File: config.mk
export PLATFORM = sky130hd
export DESIGN_NAME = line_follow_pd_steering_unit
export DESIGN_NICKNAME = d
export VERILOG_FILES = /design/src/rtl/lfpd_pkg.sv /design/src/rtl/lfpd_core.sv /design/src/rtl/line_follow_pd_steering_unit.sv
export SDC_FILE = /design/constraint.sdc
export NUM_CORES = 1
export LEC_CHECK = 0
export ABC_AREA = 1
export BUFFER_PORTS_ARGS = -buffer_cell sky130_fd_sc_hd__buf_2
export CAP_MARGIN = 10
export CELL_PAD_IN_SITES_DETAIL_PLACEMENT = 0
export CELL_PAD_IN_SITES_GLOBAL_PLACEMENT = 1
export CORE_UTILIZATION = 40
export DETAILED_ROUTE_END_ITERATION = 7
export HOLD_SLACK_MARGIN = 0.02
export PLACE_DENSITY_LB_ADDON = 0.1
export SYNTH_ARGS = -nofsm -noshare
export SYNTH_HDL_FRONTEND = slang
export SYNTH_SLANG_ARGS = --single-unit
File: constraint.sdc
create_clock -name clk_i -period 8.2 [get_ports clk_i]
set_input_delay 0.41 -clock clk_i [delete_from_list [all_inputs] [get_ports clk_i]]
set_output_delay 0.41 -clock clk_i [all_outputs]
set_load 0.02 [all_outputs]
File: src/rtl/lfpd_pkg.sv
// ----------------------------------------------------------------------------
// Line-follow PD steering package
// Shared types and constants for the steering datapath and its top level.
// ----------------------------------------------------------------------------
package lfpd_pkg;

  localparam int DriveBits = 15;
  localparam int GainBits  = 8;

  typedef enum logic [2:0] {
    CLS_WHITE = 3'd0,
    CLS_BLACK = 3'd1,
    CLS_LEFT  = 3'd2,
    CLS_RIGHT = 3'd3,
    CLS_NONE  = 3'd4
  } class_e;

  localparam logic [1:0] REG_CRUISE_LEFT  = 2'd0;
  localparam logic [1:0] REG_CRUISE_RIGHT = 2'd1;
  localparam logic [1:0] REG_ERROR_GAIN   = 2'd2;

  localparam logic [DriveBits-1:0] CRUISE_LEFT_RST  = 15'd16000;
  localparam logic [DriveBits-1:0] CRUISE_RIGHT_RST = 15'd15000;
  localparam logic [GainBits-1:0]  ERROR_GAIN_RST   = 8'd100;

  localparam int TURN_L_RIGHT = 12000;
  localparam int TURN_L_LEFT  = 8000;
  localparam int TURN_R_RIGHT = 14000;
  localparam int TURN_R_LEFT  = 6000;
  localparam int BLACK_RIGHT  = 12000;
  localparam int BLACK_LEFT   = 6000;

  typedef struct packed {
    logic [DriveBits-1:0] cruise_left;
    logic [DriveBits-1:0] cruise_right;
    logic [GainBits-1:0]  error_gain;
  } cfg_t;

endpackage

File: src/rtl/lfpd_core.sv
// ----------------------------------------------------------------------------
// Line-follow PD steering datapath
// Computes the drive levels and the next tracking state for one item.
// ----------------------------------------------------------------------------
module lfpd_core #(
  parameter int SENSOR_BITS = 10,
  parameter int DRIVE_MAX   = 32000
) (
  input  logic                              ready_req_i,
  input  logic [1:0]                        line_class_i,
  input  logic [SENSOR_BITS-1:0]            left_sensor_i,
  input  logic [SENSOR_BITS-1:0]            right_sensor_i,
  input  lfpd_pkg::cfg_t                    cfg_i,
  input  lfpd_pkg::class_e                  last_class_i,
  input  logic signed [SENSOR_BITS:0]       last_error_i,
  output lfpd_pkg::class_e                  last_class_o,
  output logic signed [SENSOR_BITS:0]       last_error_o,
  output logic [lfpd_pkg::DriveBits-1:0]    right_drive_o,
  output logic [lfpd_pkg::DriveBits-1:0]    left_drive_o
);

  localparam int EW = SENSOR_BITS + 1;
  localparam int W  = SENSOR_BITS + 13;

  logic signed [EW-1:0] err;
  logic signed [W-1:0]  err_w;
  logic signed [W-1:0]  last_w;
  logic signed [W-1:0]  sum_w;
  logic signed [W-1:0]  gain_w;
  logic signed [W-1:0]  prod_w;
  logic signed [W-1:0]  right_raw;
  logic signed [W-1:0]  left_raw;
  lfpd_pkg::class_e     cls;

  function automatic logic [lfpd_pkg::DriveBits-1:0] sat_drive(input logic signed [W-1:0] v);
    logic signed [W-1:0] r;
    if (v < 0) begin
      r = '0;
    end else if (v > W'(DRIVE_MAX)) begin
      r = W'(DRIVE_MAX);
    end else begin
      r = v;
    end
    return r[lfpd_pkg::DriveBits-1:0];
  endfunction

  assign cls    = lfpd_pkg::class_e'({1'b0, line_class_i});
  assign err    = $signed({1'b0, left_sensor_i}) - $signed({1'b0, right_sensor_i});
  assign err_w  = {{(W-EW){err[EW-1]}}, err};
  assign last_w = {{(W-EW){last_error_i[EW-1]}}, last_error_i};
  assign sum_w  = (err_w <<< 1) - last_w;
  assign gain_w = $signed({{(W-lfpd_pkg::GainBits){1'b0}}, cfg_i.error_gain});
  assign prod_w = sum_w * gain_w;

  always_comb begin
    right_raw    = '0;
    left_raw     = '0;
    last_class_o = last_class_i;
    last_error_o = last_error_i;
    if (ready_req_i) begin
      last_class_o = cls;
      case (cls)
        lfpd_pkg::CLS_WHITE: begin
          if (last_class_i == lfpd_pkg::CLS_LEFT) begin
            right_raw    = W'(lfpd_pkg::TURN_L_RIGHT);
            left_raw     = W'(lfpd_pkg::TURN_L_LEFT);
            last_class_o = lfpd_pkg::CLS_LEFT;
          end else if (last_class_i == lfpd_pkg::CLS_RIGHT) begin
            right_raw    = W'(lfpd_pkg::TURN_R_RIGHT);
            left_raw     = W'(lfpd_pkg::TURN_R_LEFT);
            last_class_o = lfpd_pkg::CLS_RIGHT;
          end
        end
        lfpd_pkg::CLS_BLACK: begin
          right_raw = W'(lfpd_pkg::BLACK_RIGHT);
          left_raw  = W'(lfpd_pkg::BLACK_LEFT);
        end
        default: begin
          right_raw    = $signed({{(W-lfpd_pkg::DriveBits){1'b0}}, cfg_i.cruise_right}) + prod_w;
          left_raw     = $signed({{(W-lfpd_pkg::DriveBits){1'b0}}, cfg_i.cruise_left}) - prod_w;
          last_error_o = err;
        end
      endcase
    end
  end

  assign right_drive_o = sat_drive(right_raw);
  assign left_drive_o  = sat_drive(left_raw);

endmodule

File: src/rtl/line_follow_pd_steering_unit.sv
// ----------------------------------------------------------------------------
// Line-follow PD steering unit
// One item of sensor data in, one item of right and left drive levels out.
//
// The input channel carries the ready flag, the line class and the two
// reflectance samples; the output channel carries the right and left drive
// levels. Both channels use valid and ready. Each item is computed in the
// cycle it is accepted and appears on the output in the next cycle. The
// unit accepts one item per cycle; the output register is the only stage,
// and a new item is taken whenever the register is empty or its item is
// taken in the same cycle. When the receiver stalls, the result holds and
// the input ready drops until it is taken. Reset empties the output
// register, restores the register defaults, forgets the remembered line
// class and clears the previous error. Configuration writes take effect at
// the next clock edge and are meant for idle periods.
// ----------------------------------------------------------------------------
module line_follow_pd_steering_unit #(
  parameter int SENSOR_BITS = 10,
  parameter int DRIVE_MAX   = 32000
) (
  input  logic                           clk_i,
  input  logic                           rst_ni,
  input  logic                           cfg_we_i,
  input  logic [1:0]                     cfg_index_i,
  input  logic [lfpd_pkg::DriveBits-1:0] cfg_wdata_i,
  input  logic                           in_valid_i,
  output logic                           in_ready_o,
  input  logic                           ready_req_i,
  input  logic [1:0]                     line_class_i,
  input  logic [SENSOR_BITS-1:0]         left_sensor_i,
  input  logic [SENSOR_BITS-1:0]         right_sensor_i,
  output logic                           out_valid_o,
  input  logic                           out_ready_i,
  output logic [lfpd_pkg::DriveBits-1:0] right_drive_o,
  output logic [lfpd_pkg::DriveBits-1:0] left_drive_o
);

  lfpd_pkg::cfg_t                  cfg_q;
  lfpd_pkg::class_e                last_class_q;
  lfpd_pkg::class_e                last_class_d;
  logic signed [SENSOR_BITS:0]     last_error_q;
  logic signed [SENSOR_BITS:0]     last_error_d;
  logic                            out_valid_q;
  logic [lfpd_pkg::DriveBits-1:0]  right_drive_q;
  logic [lfpd_pkg::DriveBits-1:0]  left_drive_q;
  logic [lfpd_pkg::DriveBits-1:0]  right_drive_d;
  logic [lfpd_pkg::DriveBits-1:0]  left_drive_d;
  logic                            accept;

  assign in_ready_o = !out_valid_q || out_ready_i;
  assign accept     = in_valid_i && in_ready_o;

  lfpd_core #(
    .SENSOR_BITS(SENSOR_BITS),
    .DRIVE_MAX  (DRIVE_MAX)
  ) u_core (
    .ready_req_i   (ready_req_i),
    .line_class_i  (line_class_i),
    .left_sensor_i (left_sensor_i),
    .right_sensor_i(right_sensor_i),
    .cfg_i         (cfg_q),
    .last_class_i  (last_class_q),
    .last_error_i  (last_error_q),
    .last_class_o  (last_class_d),
    .last_error_o  (last_error_d),
    .right_drive_o (right_drive_d),
    .left_drive_o  (left_drive_d)
  );

  always_ff @(posedge clk_i or negedge rst_ni) begin
    if (!rst_ni) begin
      cfg_q.cruise_left  <= lfpd_pkg::CRUISE_LEFT_RST;
      cfg_q.cruise_right <= lfpd_pkg::CRUISE_RIGHT_RST;
      cfg_q.error_gain   <= lfpd_pkg::ERROR_GAIN_RST;
    end else if (cfg_we_i) begin
      case (cfg_index_i)
        lfpd_pkg::REG_CRUISE_LEFT:  cfg_q.cruise_left  <= cfg_wdata_i;
        lfpd_pkg::REG_CRUISE_RIGHT: cfg_q.cruise_right <= cfg_wdata_i;
        lfpd_pkg::REG_ERROR_GAIN: begin
          cfg_q.error_gain <= cfg_wdata_i[lfpd_pkg::GainBits-1:0];
        end
        default: ;
      endcase
    end
  end

  always_ff @(posedge clk_i or negedge rst_ni) begin
    if (!rst_ni) begin
      last_class_q <= lfpd_pkg::CLS_NONE;
      last_error_q <= '0;
      out_valid_q  <= 1'b0;
    end else begin
      if (accept) begin
        last_class_q <= last_class_d;
        last_error_q <= last_error_d;
        out_valid_q  <= 1'b1;
      end else if (out_ready_i) begin
        out_valid_q  <= 1'b0;
      end
    end
  end

  always_ff @(posedge clk_i) begin
    if (accept) begin
      right_drive_q <= right_drive_d;
      left_drive_q  <= left_drive_d;
    end
  end

  assign out_valid_o   = out_valid_q;
  assign right_drive_o = right_drive_q;
  assign left_drive_o  = left_drive_q;

endmodule

==> results.md, run 1 <==
- Status: finished, violations left
- Violated checks: DRC
- Max_slew headroom: 26.3%
- First-pass GRT wire length: 47.3 mm
- DIE AREA: 0.0275 sq mm
- Antenna violations before repair: 0
- Ports: 77
- Total core area: 0.0262 sq mm
- Routability Congestion: 0.868
- Critical path class: input pin to register
- Antenna-violating nets left: 0
- Max Buffers Root-to-Sink: 2
- Num Clock Sinks: 83
- Layout cell share with drive strength beyond 1: 30.1%
- Total track usage: 21.3%
- Rows: 59
- Post-synth ARST share: 63.9%
- Fin crit period: 7920 ps
- CP max-delay cell: fa_1
- CTS tree: built
- CP Launch Type: input pin
- Fmax: 0.126 GHz
- Vias per inst: 4.70
- Largest family of logic cells by synthesized area: adder cells
- Via count: 10100
- Fin nets: 2047
- DR top layer: met4
- Die X: 166 um
- Metal3 WL: 483 um
- CP required: 8310 ps
- YS warnings: 0
- Post-Synth XOR/XNOR Area: 2.51%
- Skew-Pair Late Insertion Delay: 370 ps
- # DRC: 12
- Crit share post-route: 96.6%
- Syn Nets: 1759
- Detailed Place HPWL: 23.7 mm
- Top post-synthesis cells by count: nand2_1 (396), inv_1 (349), nor2_1 (125), ha_1 (97), fa_1 (90)
- Sum of buffers and inverters on the critical path: 12
- Layout area overhead: 33.9%
- Multiplexer share of the synthesized area: 0%
- CP peak stage delay: 510 ps
- Number of global-route vias before repair: 10100
- Die height: 166 um
- Synth area leader: fa_1
- WP data arrival: 8030 ps
- Clock root cell: clkbuf_16
- Reg clk slew, reported paths: 80 ps
- WL met2: 14.8 mm
- Count leader, synth: nand2_1
- Overflow after GRT: 0
- Worst min path class: input pin to asynchronous set/reset pin
- Synth cell types: 42
- Syn Inst Count: 1527
- Initial Utilization: 41.0%
- Hold_buf cts: 0
- Final setup viols: 0
- Worst-Margin Slew: 1100 ps
- Ys flop type: dfrtp_1
- H-tree depth: 3
- # Max-Cap Violations: 0
- CTS buffer count: 9
- Crit-path max FO: 5
- Synth Cell Area: 0.0107 sq mm
- RSZ-0062 raised after global routing: yes
- Simple-Gate Fraction of Synth Area: 26.9%
- Wirelength per Cell: 13.3 um
- Final Routed Wirelength: 28.6 mm
- Port bufs: 76
- Synth top area share: 16.8%
- Yosys reg bits: 83
- Top cells by area, synth: fa_1 (17%), nand2_1 (14%), inv_1 (12%)
- Fin. max-slew vios: 0
- Avg Inst Size Synth: 7.03 sq um
- Post-synth EDFFs: 30
- WL met1: 12.8 mm
- # diodes: 0
- Fin Setup TNS: 0 ps
- Area share of fa/ha/maj cells after synthesis: 28.1%
- Compound-gate portion of the synthesized area: 8.45%
- Crit-path leading delay family: adder cells
- Sequential share of the synthesized area: 20.9%
- DP Worst Slack: -910 ps
- Iteration-0 DRC Markers: 356
- Hold Vio Cnt, Final: 0
- TritonRoute pass-1 iters: 8
- Largest net degree at the start of global routing: 54
- Clk_skew: 21.5 ps
- CP endpoint kind: register
- Final worst slack: 275 ps
flip-flops by register name, indices dropped and copies added, names as in the netlist:
name / cells
last_class_q: 3
last_error_q: 11
right_drive_o: 15
cfg_q: 38
out_valid_o: 1
left_drive_o: 15
final cells by class:
cell class / count / area, sq um
well taps: 335 / 419
clock inverters: 7 / 81.3
fillers: 2597 / 11800
multi-input cells: 1072 / 7980
repair buffers: 295 / 2090
clock buffers: 9 / 225
flip-flops and latches: 83 / 2250
inverters: 354 / 1340
through the flow:
| step | area, sq um | utilization (%) | hold WS (ps) | instances |
|---|---|---|---|---|
| final | 14400 | 54.9 | 166 | 2155 |
| after global routing | 14400 | 54.9 | 240 | 2155 |
| after CTS | 13400 | 51.3 | 195 | 2137 |
| after detailed placement | 12900 | 49.4 | 448 | 2116 |
| after global placement | 12900 | 49.4 | 441 | 2116 |
| after floorplan | 10700 | - | 114 | 1527 |
path summary, 6_finish.rpt:
path                                         end  slack [ps]  cells past startpoint             start
worst max-delay path            left_drive_o[11]         280                     55  left_sensor_i[0]
worst min-delay path             last_error_q[7]         170                      2            rst_ni
worst max register to register   left_drive_o[2]         770                     39   last_error_q[1]
worst min register to register   last_class_q[2]         460                      2   last_class_q[2]
max in group asynchronous              cfg_q[37]        7520                      2            rst_ni
min in group clk_i                     cfg_q[32]         300                      3    cfg_wdata_i[9]
cell usage in the layout (no fill, tap or decap), types with 22 or more instances in the layout:
cell type  instances
fa_1              88
buf_4            211
a21oi_1           47
a21oi_2           28
inv_1            326
ha_1              76
inv_2             24
buf_2             75
dfrtp_1           36
edfxtp_1          30
nand2_1          360
nor2_2            22
nand2_2           44
o21ai_0           67
nor2_1           108
nand3_1           74
routing by layer:
metal | vias up | GRT usage, %
met5 | - | 0
met4 | 0 | 6.01
met3 | 29 | 2.17
met2 | 113 | 39.9
met1 | 4733 | 25.7
li1 | 5257 | -
logic make-up after synthesis:
logic type                 count (synthesis)
xor gates and xnor gates                  29
DFF                                       83
AOI/OAI and AO/OA                        171
buffers and inverters                    374
adders and majority gates                187
and+or+nand+nor                          683
timing repair:
item	in CTS	in global routing
gates cloned	1	1
resized for setup	24	187
pin swaps	15	95
endpoints found under the setup margin	30	30
setup buffers	4	17
Power of run 1 is left out: the tool's default activity adds up to more than one toggle a clock period on the data nets, which glitch-free logic cannot reach.
==> inputs of run 2 (changes only) <==
- BUFFER_PORTS_ARGS: -buffer_cell sky130_fd_sc_hd__buf_2 -> -buffer_cell sky130_fd_sc_hd__clkbuf_2
- CORE_UTILIZATION: 40 -> 49
- clock period: 8.2 -> 9.22 ns (I/O delays scaled with it)
==> run 2 against run 1 <==
- the flow now finishes without violations
- count of clock-buffer cells in the layout is 1 higher
- core utilization up 0.97 points
- global-route usage is 3.4 points higher
- register-to-register slack improved by 410 ps
==> results.md, run 2 (synthesized netlist as in run 1, its figures left out) <==
- Antenna-violating nets left: 0 (unchanged)
- Crit-path max FO: 9 (was 5)
- Reg2Reg Depth: 43 (was 39)
- Total core area: 0.0212 sq mm (was 0.0262 sq mm)
- Worst r2r src: last_error_q[0] (was last_error_q[1])
- Max Buffers Root-to-Sink: 2 (unchanged)
- Initial Utilization: 50.6% (was 41.0%)
- CTS tree: built (unchanged)
- Wirelength per Cell: 13.6 um (was 13.3 um)
- Final Routed Wirelength: 25.6 mm (was 28.6 mm)
- # Max-Cap Violations: 0 (unchanged)
- CP peak stage delay: 520 ps (was 510 ps)
- Rows: 53 (was 59)
- Hold Vio Cnt, Final: 0 (unchanged)
- Reg clk slew, reported paths: 70 ps (was 80 ps)
- Largest net degree at the start of global routing: 54 (unchanged)
- Detailed Place HPWL: 21.7 mm (was 23.7 mm)
- Fin nets: 1833 (was 2047)
- CP max-delay cell: fa_1 (unchanged)
- Crit-path leading delay family: adder cells (unchanged)
- Reg area: 0.00225 sq mm (unchanged)
- Layout area overhead: 10.3% (was 33.9%)
- Routability Congestion: 0.858 (was 0.868)
- DIE AREA: 0.0225 sq mm (was 0.0275 sq mm)
- Total track usage: 24.7% (was 21.3%)
- Skew-Pair Late Insertion Delay: 360 ps (was 370 ps)
- Status: complete, no violations (was finished, violations left)
- Die X: 150 um (was 166 um)
- RSZ-0062 raised after global routing: yes (unchanged)
- Post-layout util: 55.8% (was 54.9%)
- Sum of buffers and inverters on the critical path: 9 (was 12)
- Die height: 150 um (was 166 um)
- Vias per inst: 4.95 (was 4.70)
- Clock root cell: clkbuf_16 (unchanged)
- TritonRoute pass-1 iters: 5 (was 8)
- # fillers: 2091 (was 2597)
- Crit share post-route: 92.7%
- Worst min path class: input pin to asynchronous set/reset pin (unchanged)
- Worst-Margin Slew: 1060 ps (was 1100 ps)
- Layout cell share with drive strength beyond 1: 11.6% (was 30.1%)
- CTS buffer count: 9 (unchanged)
- CP endpoint kind: register (unchanged)
- Max reg flops: 38 (unchanged)
- Port bufs: 76 (unchanged)
- Clk_skew: 13.7 ps (was 21.5 ps)
- Biggest register: cfg_q (unchanged)
- Antenna violations before repair: 0 (unchanged)
- Commonest cells after routing, fill and taps aside: nand2_1 (395), inv_1 (349), nor2_1 (124), ha_1 (92), fa_1 (90) (was nand2_1 (360), inv_1 (326), buf_4 (211), nor2_1 (108), fa_1 (88))
- CP Launch Type: input pin (unchanged)
- Hold_buf cts: 0 (unchanged)
- Fin crit period: 8550 ps
- Fmax: 0.117 GHz
- Area occupied by multi-input gates: 0.00719 sq mm (was 0.00798 sq mm)
- Commonest non-fill, non-tap cell in the layout: nand2_1 (unchanged)
- WP data arrival: 8640 ps (was 8030 ps)
- First-pass GRT wire length: 43.5 mm (was 47.3 mm)
- Critical path class: input pin to register (unchanged)
- Max_slew headroom: 29.2% (was 26.3%)
- Worst R2R Setup Slack: 1180 ps (was 770 ps)
- Overflow after GRT: 0 (unchanged)
- Number of global-route vias before repair: 9107 (was 10100)
- Num Clock Sinks: 83 (unchanged)
- Top cell by count, worst path: nand2_1
- Ports: 77 (unchanged)
- R2R Path End: left_drive_o[5] (was left_drive_o[2])
- Final setup viols: 0 (unchanged)
- Iteration-0 DRC Markers: 448 (was 356)
- Via count: 9311 (was 10100)
- # diodes: 0 (unchanged)
- CP required: 9310 ps (was 8310 ps)
- Fin. max-slew vios: 0 (unchanged)
- H-tree depth: 3 (unchanged)
- # DRC: 0 (was 12)
==> run 2: cell count changes in the layout (fill, tap and decap cells not counted), moves of 16 or more <==
cell	change
inv_1	+23
nand2_1	+35
nand2_2	-28
inv_2	-21
buf_4	-204
ha_1	+16
a21oi_1	+28
ha_4	-17
nor2_1	+16
clkbuf_2	+76
buf_2	-75
a21oi_2	-25
==> run 2: metal layers <==
| layer | vias up | global-route usage (%) | part of all wire (%) |
|---|---|---|---|
| li1 | 4828 | - | - |
| met1 | 4307 | 30.6 | 45 |
| met2 | 139 | 43.8 | 49 |
| met3 | 37 | 3.20 | 2.8 |
| met4 | 0 | 8.79 | 2.6 |
| met5 | - | 0 | 0 |
==> run 2: worst max-delay path by stage <==
stage                 startpoint               end  slack (ps)  cells past startpoint
6_report       right_sensor_i[2]   left_drive_o[5]         670                     54
2_1_floorplan  right_sensor_i[2]  right_drive_o[3]         960                     54
5_1_grt        right_sensor_i[2]   left_drive_o[5]         -20                     54
4_1_cts        right_sensor_i[2]   left_drive_o[5]         430                     53
3_5_place_dp   right_sensor_i[2]   left_drive_o[5]         110                     53
3_3_place_gp   right_sensor_i[2]   left_drive_o[5]         190                     53
==> run 2: metrics by stage <==
step                      std cells  area, sq um  TNS [ps]  worst slack (ps)  hold slack (ps)
after global placement         1863        11400         0               194              441
after global routing           1881        11800      -136             -22.0              293
after CTS                      1879        11700         0               429              243
after floorplan                1527        10700         0               963              165
final                          1881        11800         0               675              220
after detailed placement       1863        11400         0               109              440
==> run 2: cell type report <==
type | instances | area share (%)
Clock inverter | 6 | 0.602
Timing Repair Buffer | 83 | 3.65
Sequential cell | 83 | 19.0
Clock buffer | 10 | 1.93
Inverter | 354 | 11.2
Multi-Input combinational cell | 1070 | 60.7
Tap cell | 275 | 2.90
==> run 2: repair_timing <==
item,CTS,global route
setup endpoints to repair,0,30
gates resized for setup,0,19
setup buffers,0,2
Power of run 2 is left out for the same reason.
